**src/rtl/thr_hyst_pkg.sv**
```systemverilog
// ----------------------------------------------------------------------------
// thr_hyst_pkg
// Types, register map and reset values of the thermal threshold block.
// ----------------------------------------------------------------------------
package thr_hyst_pkg;

	localparam int FACE_SENSORS_DEF = 8;
	localparam int CELL_SENSORS_DEF = 4;

	// APB register map, byte address 4*index
	localparam int CFG_ADDR_W = 5;
	localparam logic [2:0] REG_FACE_LOWER = 3'd0;
	localparam logic [2:0] REG_FACE_UPPER = 3'd1;
	localparam logic [2:0] REG_CELL_LOWER = 3'd2;
	localparam logic [2:0] REG_CELL_UPPER = 3'd3;
	localparam logic [2:0] REG_MARGIN     = 3'd4;

	localparam logic signed [15:0] FACE_LOWER_RST = -16'sd320;
	localparam logic signed [15:0] FACE_UPPER_RST = 16'sd960;
	localparam logic signed [15:0] CELL_LOWER_RST = 16'sd0;
	localparam logic signed [15:0] CELL_UPPER_RST = 16'sd720;
	localparam logic [11:0]        MARGIN_RST     = 12'd32;

	typedef enum logic [1:0] {
		EV_NONE  = 2'd0,
		EV_BELOW = 2'd1,
		EV_ABOVE = 2'd2
	} event_t;

	typedef struct packed {
		logic hot;
		logic cold;
	} flags_t;

	typedef struct packed {
		logic signed [15:0] face_lower;
		logic signed [15:0] face_upper;
		logic signed [15:0] cell_lower;
		logic signed [15:0] cell_upper;
		logic [11:0]        margin;
	} cfg_t;

endpackage

```
**src/rtl/thr_hyst_if.sv**
```systemverilog
// ----------------------------------------------------------------------------
// thr_hyst_if
// Valid/ready channels for sensor readings and comparator results.
// ----------------------------------------------------------------------------
interface thr_hyst_sensor_if;
	logic               valid;
	logic               ready;
	logic               sensor_class;
	logic [2:0]         sensor_index;
	logic signed [15:0] reading;
	logic               read_ok;

	modport source (output valid, sensor_class, sensor_index, reading, read_ok, input ready);
	modport sink (input valid, sensor_class, sensor_index, reading, read_ok, output ready);
endinterface

interface thr_hyst_result_if;
	logic       valid;
	logic       ready;
	logic [1:0] event_code;
	logic       hot_active;
	logic       cold_active;
	logic       rejected;

	modport source (output valid, event_code, hot_active, cold_active, rejected, input ready);
	modport sink (input valid, event_code, hot_active, cold_active, rejected, output ready);
endinterface

```
**src/rtl/thr_hyst_ram.sv**
```systemverilog
// ----------------------------------------------------------------------------
// thr_hyst_ram
// Generic single-port-write, single-port-read RAM with registered read.
// ----------------------------------------------------------------------------
module thr_hyst_ram #(
	parameter int WIDTH = 2,
	parameter int DEPTH = 8,
	localparam int AW = (DEPTH > 1) ? $clog2(DEPTH) : 1
) (
	input  logic             clk,
	input  logic             we,
	input  logic [AW-1:0]    waddr,
	input  logic [WIDTH-1:0] wdata,
	input  logic             re,
	input  logic [AW-1:0]    raddr,
	output logic [WIDTH-1:0] rdata
);

	logic [WIDTH-1:0] mem_q [DEPTH];

	always_ff @(posedge clk) begin
		if (we) begin
			mem_q[waddr] <= wdata;
		end
		if (re) begin
			rdata <= mem_q[raddr];
		end
	end

endmodule

```
**src/rtl/thr_hyst_cfg.sv**
```systemverilog
// ----------------------------------------------------------------------------
// thr_hyst_cfg
// APB register file holding the thresholds and the release margin.
// ----------------------------------------------------------------------------
module thr_hyst_cfg (
	input  logic                              clk,
	input  logic                              arst_n,
	input  logic                              psel,
	input  logic                              penable,
	input  logic                              pwrite,
	input  logic [thr_hyst_pkg::CFG_ADDR_W-1:0] paddr,
	input  logic [31:0]                       pwdata,
	output logic [31:0]                       prdata,
	output logic                              pready,
	output thr_hyst_pkg::cfg_t                cfg
);
	import thr_hyst_pkg::*;

	cfg_t       cfg_q;
	logic       wr_en;
	logic [2:0] reg_sel;

	assign pready  = 1'b1;
	assign wr_en   = psel & penable & pwrite & pready;
	assign reg_sel = paddr[4:2];
	assign cfg     = cfg_q;

	always_ff @(posedge clk or negedge arst_n) begin
		if (!arst_n) begin
			cfg_q.face_lower <= FACE_LOWER_RST;
			cfg_q.face_upper <= FACE_UPPER_RST;
			cfg_q.cell_lower <= CELL_LOWER_RST;
			cfg_q.cell_upper <= CELL_UPPER_RST;
			cfg_q.margin     <= MARGIN_RST;
		end else if (wr_en) begin
			case (reg_sel)
				REG_FACE_LOWER: cfg_q.face_lower <= pwdata[15:0];
				REG_FACE_UPPER: cfg_q.face_upper <= pwdata[15:0];
				REG_CELL_LOWER: cfg_q.cell_lower <= pwdata[15:0];
				REG_CELL_UPPER: cfg_q.cell_upper <= pwdata[15:0];
				REG_MARGIN:     cfg_q.margin     <= pwdata[11:0];
				default: ;
			endcase
		end
	end

	always_comb begin
		case (reg_sel)
			REG_FACE_LOWER: prdata = {{16{cfg_q.face_lower[15]}}, cfg_q.face_lower};
			REG_FACE_UPPER: prdata = {{16{cfg_q.face_upper[15]}}, cfg_q.face_upper};
			REG_CELL_LOWER: prdata = {{16{cfg_q.cell_lower[15]}}, cfg_q.cell_lower};
			REG_CELL_UPPER: prdata = {{16{cfg_q.cell_upper[15]}}, cfg_q.cell_upper};
			REG_MARGIN:     prdata = {20'd0, cfg_q.margin};
			default:        prdata = 32'd0;
		endcase
	end

endmodule

```
**src/rtl/thermal_threshold_hysteresis_top.sv**
```systemverilog
// ----------------------------------------------------------------------------
// thermal_threshold_hysteresis_top
// Per-sensor hot/cold hysteresis comparator for face and battery cell sensors.
// ----------------------------------------------------------------------------
// One reading is taken every clock cycle unless the result channel stalls. A
// reading is accepted, its sensor's flag pair is read from the class RAM as
// the reading enters stage 1, compared there and written back when stage 1
// advances, which also loads the result into the output register. The
// throughput of one reading per cycle, unless the result channel stalls, is
// set by the single read-modify-write pass over each flag RAM; a write-back
// register forwards the pair just written to a following reading of the same
// sensor. The flag RAMs need no clearing pass: a valid bit per sensor makes an
// unwritten entry read as both flags clear from reset on. Readings with a
// failed read or an index beyond the sensor count of their class leave the
// flags alone and come back marked rejected.
module thermal_threshold_hysteresis_top #(
	parameter int FACE_SENSORS = thr_hyst_pkg::FACE_SENSORS_DEF,
	parameter int CELL_SENSORS = thr_hyst_pkg::CELL_SENSORS_DEF
) (
	input  logic                                clk,
	input  logic                                arst_n,
	thr_hyst_sensor_if.sink                     sensor,
	thr_hyst_result_if.source                   result,
	input  logic                                psel,
	input  logic                                penable,
	input  logic                                pwrite,
	input  logic [thr_hyst_pkg::CFG_ADDR_W-1:0] paddr,
	input  logic [31:0]                         pwdata,
	output logic [31:0]                         prdata,
	output logic                                pready
);
	import thr_hyst_pkg::*;

	localparam int FACE_AW = (FACE_SENSORS > 1) ? $clog2(FACE_SENSORS) : 1;
	localparam int CELL_AW = (CELL_SENSORS > 1) ? $clog2(CELL_SENSORS) : 1;
	localparam logic [3:0] FACE_CNT = 4'(FACE_SENSORS);
	localparam logic [3:0] CELL_CNT = 4'(CELL_SENSORS);

	cfg_t cfg;

	thr_hyst_cfg u_cfg (
		.clk     (clk),
		.arst_n  (arst_n),
		.psel    (psel),
		.penable (penable),
		.pwrite  (pwrite),
		.paddr   (paddr),
		.pwdata  (pwdata),
		.prdata  (prdata),
		.pready  (pready),
		.cfg     (cfg)
	);

	// ---------------------------------------------------------------- accept
	logic accept;
	logic advance;
	logic in_range;
	logic face_re;
	logic cell_re;

	assign accept   = sensor.valid & sensor.ready;
	assign in_range = sensor.sensor_class ? ({1'b0, sensor.sensor_index} < CELL_CNT)
	                                      : ({1'b0, sensor.sensor_index} < FACE_CNT);
	assign face_re  = accept & ~sensor.sensor_class & in_range;
	assign cell_re  = accept & sensor.sensor_class & in_range;

	// ---------------------------------------------------------------- stage 1
	logic               valid_s1;
	logic               class_s1;
	logic [2:0]         index_s1;
	logic signed [15:0] reading_s1;
	logic               read_ok_s1;
	logic               in_range_s1;

	always_ff @(posedge clk or negedge arst_n) begin
		if (!arst_n) begin
			valid_s1 <= 1'b0;
		end else if (sensor.ready) begin
			valid_s1 <= sensor.valid;
		end
	end

	always_ff @(posedge clk) begin
		if (accept) begin
			class_s1    <= sensor.sensor_class;
			index_s1    <= sensor.sensor_index;
			reading_s1  <= sensor.reading;
			read_ok_s1  <= sensor.read_ok;
			in_range_s1 <= in_range;
		end
	end

	assign sensor.ready = ~valid_s1 | advance;

	// flag RAMs with per-entry valid bits
	logic [FACE_AW-1:0]      face_addr_s1;
	logic [CELL_AW-1:0]      cell_addr_s1;
	flags_t                  face_rd;
	flags_t                  cell_rd;
	logic [FACE_SENSORS-1:0] face_valid_q;
	logic [CELL_SENSORS-1:0] cell_valid_q;
	logic                    wr_en;
	logic                    face_we;
	logic                    cell_we;
	flags_t                  new_flags;

	assign face_addr_s1 = index_s1[FACE_AW-1:0];
	assign cell_addr_s1 = index_s1[CELL_AW-1:0];
	assign wr_en        = valid_s1 & advance & in_range_s1 & read_ok_s1;
	assign face_we      = wr_en & ~class_s1;
	assign cell_we      = wr_en & class_s1;

	thr_hyst_ram #(.WIDTH($bits(flags_t)), .DEPTH(FACE_SENSORS)) u_face_ram (
		.clk   (clk),
		.we    (face_we),
		.waddr (face_addr_s1),
		.wdata (new_flags),
		.re    (face_re),
		.raddr (sensor.sensor_index[FACE_AW-1:0]),
		.rdata (face_rd)
	);

	thr_hyst_ram #(.WIDTH($bits(flags_t)), .DEPTH(CELL_SENSORS)) u_cell_ram (
		.clk   (clk),
		.we    (cell_we),
		.waddr (cell_addr_s1),
		.wdata (new_flags),
		.re    (cell_re),
		.raddr (sensor.sensor_index[CELL_AW-1:0]),
		.rdata (cell_rd)
	);

	always_ff @(posedge clk or negedge arst_n) begin
		if (!arst_n) begin
			face_valid_q <= '0;
			cell_valid_q <= '0;
		end else begin
			if (face_we) begin
				face_valid_q[face_addr_s1] <= 1'b1;
			end
			if (cell_we) begin
				cell_valid_q[cell_addr_s1] <= 1'b1;
			end
		end
	end

	// last write-back, covers a read issued on the same edge as the write
	logic       fwd_valid_q;
	logic       fwd_class_q;
	logic [2:0] fwd_index_q;
	flags_t     fwd_flags_q;
	logic       fwd_hit;

	always_ff @(posedge clk or negedge arst_n) begin
		if (!arst_n) begin
			fwd_valid_q <= 1'b0;
		end else if (wr_en) begin
			fwd_valid_q <= 1'b1;
		end
	end

	always_ff @(posedge clk) begin
		if (wr_en) begin
			fwd_class_q <= class_s1;
			fwd_index_q <= index_s1;
			fwd_flags_q <= new_flags;
		end
	end

	assign fwd_hit = fwd_valid_q & (fwd_class_q == class_s1) & (fwd_index_q == index_s1);

	// compare and update
	flags_t             cur_flags;
	logic signed [17:0] rd_w;
	logic signed [17:0] lower_w;
	logic signed [17:0] upper_w;
	logic signed [17:0] lower_rel;
	logic signed [17:0] upper_rel;
	logic signed [17:0] margin_w;
	event_t             event_s1;
	logic               rejected_s1;
	flags_t             out_flags;

	always_comb begin
		if (fwd_hit) begin
			cur_flags = fwd_flags_q;
		end else if (class_s1) begin
			cur_flags = cell_valid_q[cell_addr_s1] ? cell_rd : '0;
		end else begin
			cur_flags = face_valid_q[face_addr_s1] ? face_rd : '0;
		end

		rd_w      = {{2{reading_s1[15]}}, reading_s1};
		lower_w   = class_s1 ? {{2{cfg.cell_lower[15]}}, cfg.cell_lower}
		                     : {{2{cfg.face_lower[15]}}, cfg.face_lower};
		upper_w   = class_s1 ? {{2{cfg.cell_upper[15]}}, cfg.cell_upper}
		                     : {{2{cfg.face_upper[15]}}, cfg.face_upper};
		margin_w  = {6'd0, cfg.margin};
		lower_rel = lower_w + margin_w;
		upper_rel = upper_w - margin_w;

		new_flags = cur_flags;
		event_s1  = EV_NONE;
		if (!cur_flags.cold && (rd_w < lower_w)) begin
			new_flags.cold = 1'b1;
			new_flags.hot  = 1'b0;
			event_s1       = EV_BELOW;
		end else begin
			if (rd_w > lower_rel) begin
				new_flags.cold = 1'b0;
			end
			if (!cur_flags.hot && (rd_w > upper_w)) begin
				new_flags.hot  = 1'b1;
				new_flags.cold = 1'b0;
				event_s1       = EV_ABOVE;
			end else if (rd_w < upper_rel) begin
				new_flags.hot = 1'b0;
			end
		end

		if (!in_range_s1) begin
			out_flags   = '0;
			event_s1    = EV_NONE;
			rejected_s1 = 1'b1;
		end else if (!read_ok_s1) begin
			out_flags   = cur_flags;
			event_s1    = EV_NONE;
			rejected_s1 = 1'b1;
		end else begin
			out_flags   = new_flags;
			rejected_s1 = 1'b0;
		end
	end

	// ---------------------------------------------------------------- output
	logic   out_valid_q;
	event_t event_q;
	flags_t flags_q;
	logic   rejected_q;

	assign advance = ~out_valid_q | result.ready;

	always_ff @(posedge clk or negedge arst_n) begin
		if (!arst_n) begin
			out_valid_q <= 1'b0;
		end else if (advance) begin
			out_valid_q <= valid_s1;
		end
	end

	always_ff @(posedge clk) begin
		if (advance & valid_s1) begin
			event_q    <= event_s1;
			flags_q    <= out_flags;
			rejected_q <= rejected_s1;
		end
	end

	assign result.valid       = out_valid_q;
	assign result.event_code  = event_q;
	assign result.hot_active  = flags_q.hot;
	assign result.cold_active = flags_q.cold;
	assign result.rejected    = rejected_q;

	// ---------------------------------------------------------------- checks
	a_wr_only_on_advance: assert property (@(posedge clk) disable iff (!arst_n)
		wr_en |-> (valid_s1 && advance && !rejected_s1))
		else $error("flag write-back without a retiring transaction");

	a_accept_fills_s1: assert property (@(posedge clk) disable iff (!arst_n)
		accept |=> valid_s1)
		else $error("accepted transaction lost before compare stage");

	a_rejected_no_event: assert property (@(posedge clk) disable iff (!arst_n)
		(out_valid_q && rejected_q) |-> (event_q == EV_NONE))
		else $error("rejected transaction reports an event");

	a_above_sets_hot: assert property (@(posedge clk) disable iff (!arst_n)
		(out_valid_q && event_q == EV_ABOVE) |-> (flags_q.hot && !flags_q.cold))
		else $error("hot event without hot flag alone");

	a_below_sets_cold: assert property (@(posedge clk) disable iff (!arst_n)
		(out_valid_q && event_q == EV_BELOW) |-> (flags_q.cold && !flags_q.hot))
		else $error("cold event without cold flag alone");

endmodule
```
**src/flat_wrapper.sv**
```systemverilog
// flat-port wrapper written by rule: the top's interface ports become plain ports
module thermal_threshold_hysteresis_top_flat import thr_hyst_pkg::*;
#(
	parameter int FACE_SENSORS = thr_hyst_pkg::FACE_SENSORS_DEF,
	parameter int CELL_SENSORS = thr_hyst_pkg::CELL_SENSORS_DEF
)
  (clk, arst_n, psel, penable, pwrite, paddr, pwdata, prdata, pready, sensor_valid, sensor_sensor_class, sensor_sensor_index, sensor_reading, sensor_read_ok, sensor_ready, result_valid, result_event_code, result_hot_active, result_cold_active, result_rejected, result_ready);
  thr_hyst_sensor_if sensor_i ();
  thr_hyst_result_if result_i ();
  input  logic clk;
  input  logic arst_n;
  input  logic psel;
  input  logic penable;
  input  logic pwrite;
  input  logic [thr_hyst_pkg::CFG_ADDR_W-1:0] paddr;
  input  logic [31:0] pwdata;
  output logic [31:0] prdata;
  output logic pready;
  input wire logic [$bits(sensor_i.valid)-1:0] sensor_valid;
  input wire logic [$bits(sensor_i.sensor_class)-1:0] sensor_sensor_class;
  input wire logic [$bits(sensor_i.sensor_index)-1:0] sensor_sensor_index;
  input wire logic [$bits(sensor_i.reading)-1:0] sensor_reading;
  input wire logic [$bits(sensor_i.read_ok)-1:0] sensor_read_ok;
  output wire logic [$bits(sensor_i.ready)-1:0] sensor_ready;
  output wire logic [$bits(result_i.valid)-1:0] result_valid;
  output wire logic [$bits(result_i.event_code)-1:0] result_event_code;
  output wire logic [$bits(result_i.hot_active)-1:0] result_hot_active;
  output wire logic [$bits(result_i.cold_active)-1:0] result_cold_active;
  output wire logic [$bits(result_i.rejected)-1:0] result_rejected;
  input wire logic [$bits(result_i.ready)-1:0] result_ready;
  assign sensor_i.valid = sensor_valid;
  assign sensor_i.sensor_class = sensor_sensor_class;
  assign sensor_i.sensor_index = sensor_sensor_index;
  assign sensor_i.reading = sensor_reading;
  assign sensor_i.read_ok = sensor_read_ok;
  assign sensor_ready = sensor_i.ready;
  assign result_valid = result_i.valid;
  assign result_event_code = result_i.event_code;
  assign result_hot_active = result_i.hot_active;
  assign result_cold_active = result_i.cold_active;
  assign result_rejected = result_i.rejected;
  assign result_i.ready = result_ready;
  thermal_threshold_hysteresis_top #(.FACE_SENSORS(FACE_SENSORS), .CELL_SENSORS(CELL_SENSORS)) u_core (.clk(clk), .arst_n(arst_n), .sensor(sensor_i), .result(result_i), .psel(psel), .penable(penable), .pwrite(pwrite), .paddr(paddr), .pwdata(pwdata), .prdata(prdata), .pready(pready));
endmodule
```
**config.mk**
```make
export PLATFORM = sky130hd
export DESIGN_NAME = thermal_threshold_hysteresis_top_flat
export DESIGN_NICKNAME = d
export VERILOG_FILES = /design/src/rtl/thr_hyst_pkg.sv /design/src/rtl/thr_hyst_if.sv /design/src/rtl/thr_hyst_ram.sv /design/src/rtl/thr_hyst_cfg.sv /design/src/rtl/thermal_threshold_hysteresis_top.sv /design/src/flat_wrapper.sv
export SDC_FILE = /design/constraint.sdc
export NUM_CORES = 1
export LEC_CHECK = 0
export BUFFER_PORTS_ARGS = -buffer_cell sky130_fd_sc_hd__buf_2
export CAP_MARGIN = 30
export CELL_PAD_IN_SITES_DETAIL_PLACEMENT = 0
export CELL_PAD_IN_SITES_GLOBAL_PLACEMENT = 1
export CORE_UTILIZATION = 52
export CTS_CLUSTER_SIZE = 14
export DETAILED_ROUTE_END_ITERATION = 8
export PLACE_DENSITY_LB_ADDON = 0.1
export SYNTH_ARGS = -nofsm -noshare
export SYNTH_HDL_FRONTEND = slang
export SYNTH_SLANG_ARGS = --single-unit
```
**constraint.sdc**
```tcl
create_clock -name clk -period 7.5 [get_ports clk]
set_clock_uncertainty 0.05 [all_clocks]
set_input_delay 1.5 -clock clk [delete_from_list [all_inputs] [get_ports clk]]
set_output_delay 1.5 -clock clk [all_outputs]
set_load 0.005 [all_outputs]
```
==> impl_metrics.env <==
export IMPL_outcome="complete, but fails checks"
export IMPL_violations="DRC"
export IMPL_cts_resized=0
export IMPL_wl_per_cell_um=20.5
export IMPL_synth_area_leaders="edfxtp_1 (19%), dfrtp_1 (19%), ha_1 (12%), mux2_2 (7.9%), mux2i_1 (5.7%)"
export IMPL_setup_tns_ps=0
export IMPL_crit_type="register to register"
export IMPL_critical_path_endpoint_type="register"
export IMPL_ys_seq_area_frac=0.426
export IMPL_cp_required_ps=7620
export IMPL_synth_top_family_by_area="multiplexers"
export IMPL_design_die_area_um2=19200
export IMPL_cap_violations=0
export IMPL_synthAdderAreaFrac=0.120
export IMPL_cts_tree="done"
export IMPL_synth_xor_area_frac=0.0271
export IMPL_io_buffers=85
export IMPL_wl_um=23900
export IMPL_grt_pass1_vias=6894
export IMPL_cts_sinks=152
export IMPL_ios=105
export IMPL_yosysTopAreaCell="edfxtp_1"
export IMPL_die_y_um=139
export IMPL_relSlewSlack=0.324
export IMPL_synth_async_reset_ratio=0.599
export IMPL_mostFrequentLayoutCells="ha_1 (90), buf_2 (84), dfrtp_1 (73)"
export IMPL_cts_htree_levels=4
export IMPL_hpwl_um=18100
export IMPL_worstPathArrival_ps=6040
export IMPL_leakagePower_nw=5.02
export IMPL_rsz0062_at_grt="false"
export IMPL_fmaxAchievable_mhz=169
export IMPL_crit_fanout=31
export IMPL_die_w_um=139
export IMPL_synth_top_cell_area_share=0.189
export IMPL_first_iter_violations=459
export IMPL_finalHoldViolations=0
export IMPL_power_density_nw_per_um2=296
export IMPL_clock_latency_ps=440
export IMPL_grt_pass1_wl_um=38200
export IMPL_grt_max_degree=63
export IMPL_muxShareOfSynthArea=0.173
export IMPL_synth_simple_area_share=0.0983
export IMPL_vias=6847
export IMPL_core_area_um2=18100
export IMPL_post_cts_buffers=0
export IMPL_core_rowCount=49
export IMPL_globalplace_congestion=0.906
export IMPL_drc=36
export IMPL_layout_drive_gt1_share=0.280
export IMPL_peakVddDrop_v=0.000197
export IMPL_avgSynthCellArea_um2=11.4
export IMPL_holdWs_ps=413
export IMPL_syn_nets=1008
export IMPL_overflow=0
export IMPL_setup_violations_final=0
export IMPL_antenna_found_initial=2
export IMPL_clk_pin_slew_ps=70
export IMPL_syn_area_um2=9690
export IMPL_synth_edf_count=61
export IMPL_min_period_over_period=0.790
export IMPL_clockRootBuffer="clkbuf_16"
export IMPL_synth_compound_area_share=0.105
export IMPL_maxSlewViolCount=0
export IMPL_postCtsHoldBufs=0
export IMPL_postSynthCellCount=851
export IMPL_viasPerCell=5.88
export IMPL_finalCriticalPeriod_ps=5930
export IMPL_final_common_cell="ha_1"
export IMPL_final_nets=1079
export IMPL_cts_buffers=17
export IMPL_initial_core_util=0.534
export IMPL_synthFlopType="dfrtp_1"
export IMPL_ant_nets=0
export IMPL_post_synth_num_cell_types=72
export IMPL_synth_warnings=0
export IMPL_cp_start_kind="register"
export IMPL_first_pass_iters=7
export IMPL_area_growth_syn_to_layout_pct=12.4
export IMPL_cts_max_path_buffers=2
export IMPL_tightestPinTransition_ps=1010
export IMPL_worstHoldPathType="register to register"
export IMPL_grtUsageTotal=0.262
export IMPL_synth_seq_cells=152
## power breakdown
part | switching, mW | leakage [nW] | internal [mW]
logic | 0.681 | 3.05 | 0.544
registers | 0.0954 | 1.66 | 1.02
clock network | 0.392 | 0.303 | 0.497
total | 1.17 | 5.02 | 2.06
## metal layers
metal | track usage | vias to the layer above | wire length [um]
met4 | 0.116 | 2 | 815
met1 | 0.361 | 3360 | 11100
met3 | 0.0394 | 41 | 970
li1 | - | 3260 | -
met2 | 0.412 | 184 | 11000
met5 | 0 | - | 8
## critical path, stage by stage, from the launching register on
cell       delay [ps]
edfxtp_1          830
buf_4             580
mux2i_1           340
inv_1              70
ha_1              360
a21o_1            230
a21oi_1           200
nor3b_1           240
nand3_1           160
nand2_1           150
o31ai_2           100
xnor2_1           130
ha_1              300
a21o_1            170
a2111oi_0         490
o31ai_1           140
a211o_1           300
a21o_1            190
a21oi_1           180
or2_1             450
## state kept, by name, summed over array words and instances (netlist names), 2 cells and up
register,flops
u_core.face_addr_s1,3
u_core.u_cell_ram.rdata,2
u_core.fwd_index_q,3
u_core.u_cfg.cfg,76
u_core.u_cell_ram.mem_q,8
u_core.reading_s1,16
u_core.result.event_code,2
u_core.face_valid_q,8
u_core.fwd_flags_q,2
u_core.cell_valid_q,4
u_core.u_face_ram.mem_q,16
u_core.u_face_ram.rdata,2
## layout make-up
type	instances	area (um2)
Timing Repair Buffer	94	536
Tap cell	229	287
Fill cell	1541	7260
Sequential cell	152	4130
Inverter	58	218
Antenna cell	1	2.50
Clock buffer	18	450
Multi-Input combinational cell	599	5100
Clock inverter	14	164
## metrics by stage
step / instances / util / worst slack (ps) / area [um2] / total power [mW]
global placement: 1128 / 0.562 / 1890 / 10200 / 2.29
floorplan: 851 / - / 2610 / 9690 / 2.01
finish: 1165 / 0.600 / 1570 / 10900 / 3.23
global route: 1164 / 0.600 / 1170 / 10900 / 3.44
CTS: 1164 / 0.600 / 1680 / 10900 / 3.24
detailed placement: 1132 / 0.566 / 1760 / 10300 / 2.34
## Yosys cell counts, drive strengths merged (13+ instances only)
library cell  number
a21o              19
a21oi             45
buf               34
dfrtp             73
dfstp             18
edfxtp            61
ha                90
inv               58
mux2              72
mux2i             57
nand2             45
nand3             13
nand4             13
nor2              43
nor3              13
o21ai             24
o22ai             13
or2               17
xnor2             16
xor2              14
## cells by family after synthesis
family | after synthesis
other | 1
adders and majority gates | 92
and+or+nand+nor | 183
xor gates and xnor gates | 30
muxes | 141
AOI/OAI and AO/OA | 152
DFF | 152
buffers and inverters | 100
## final timing paths
| path | slack (ps) | from | endpoint | cells past startpoint |
|---|---|---|---|---|
| setup / recovery | 1570 | u_core.class_s1 | u_core.u_cell_ram.mem_q[3][0] | 19 |
| hold / removal | 410 | u_core.face_valid_q[1] | u_core.face_valid_q[1] | 1 |
| setup reg to reg | 1570 | u_core.class_s1 | u_core.u_cell_ram.mem_q[3][0] | 19 |
| hold reg to reg | 410 | u_core.face_valid_q[1] | u_core.face_valid_q[1] | 1 |
| max in group asynchronous | 5320 | arst_n | u_core.u_cfg.cfg[65] | 2 |
| min in group asynchronous | 940 | arst_n | u_core.u_cfg.cfg[63] | 1 |
Power figures use the tool's default switching activity.
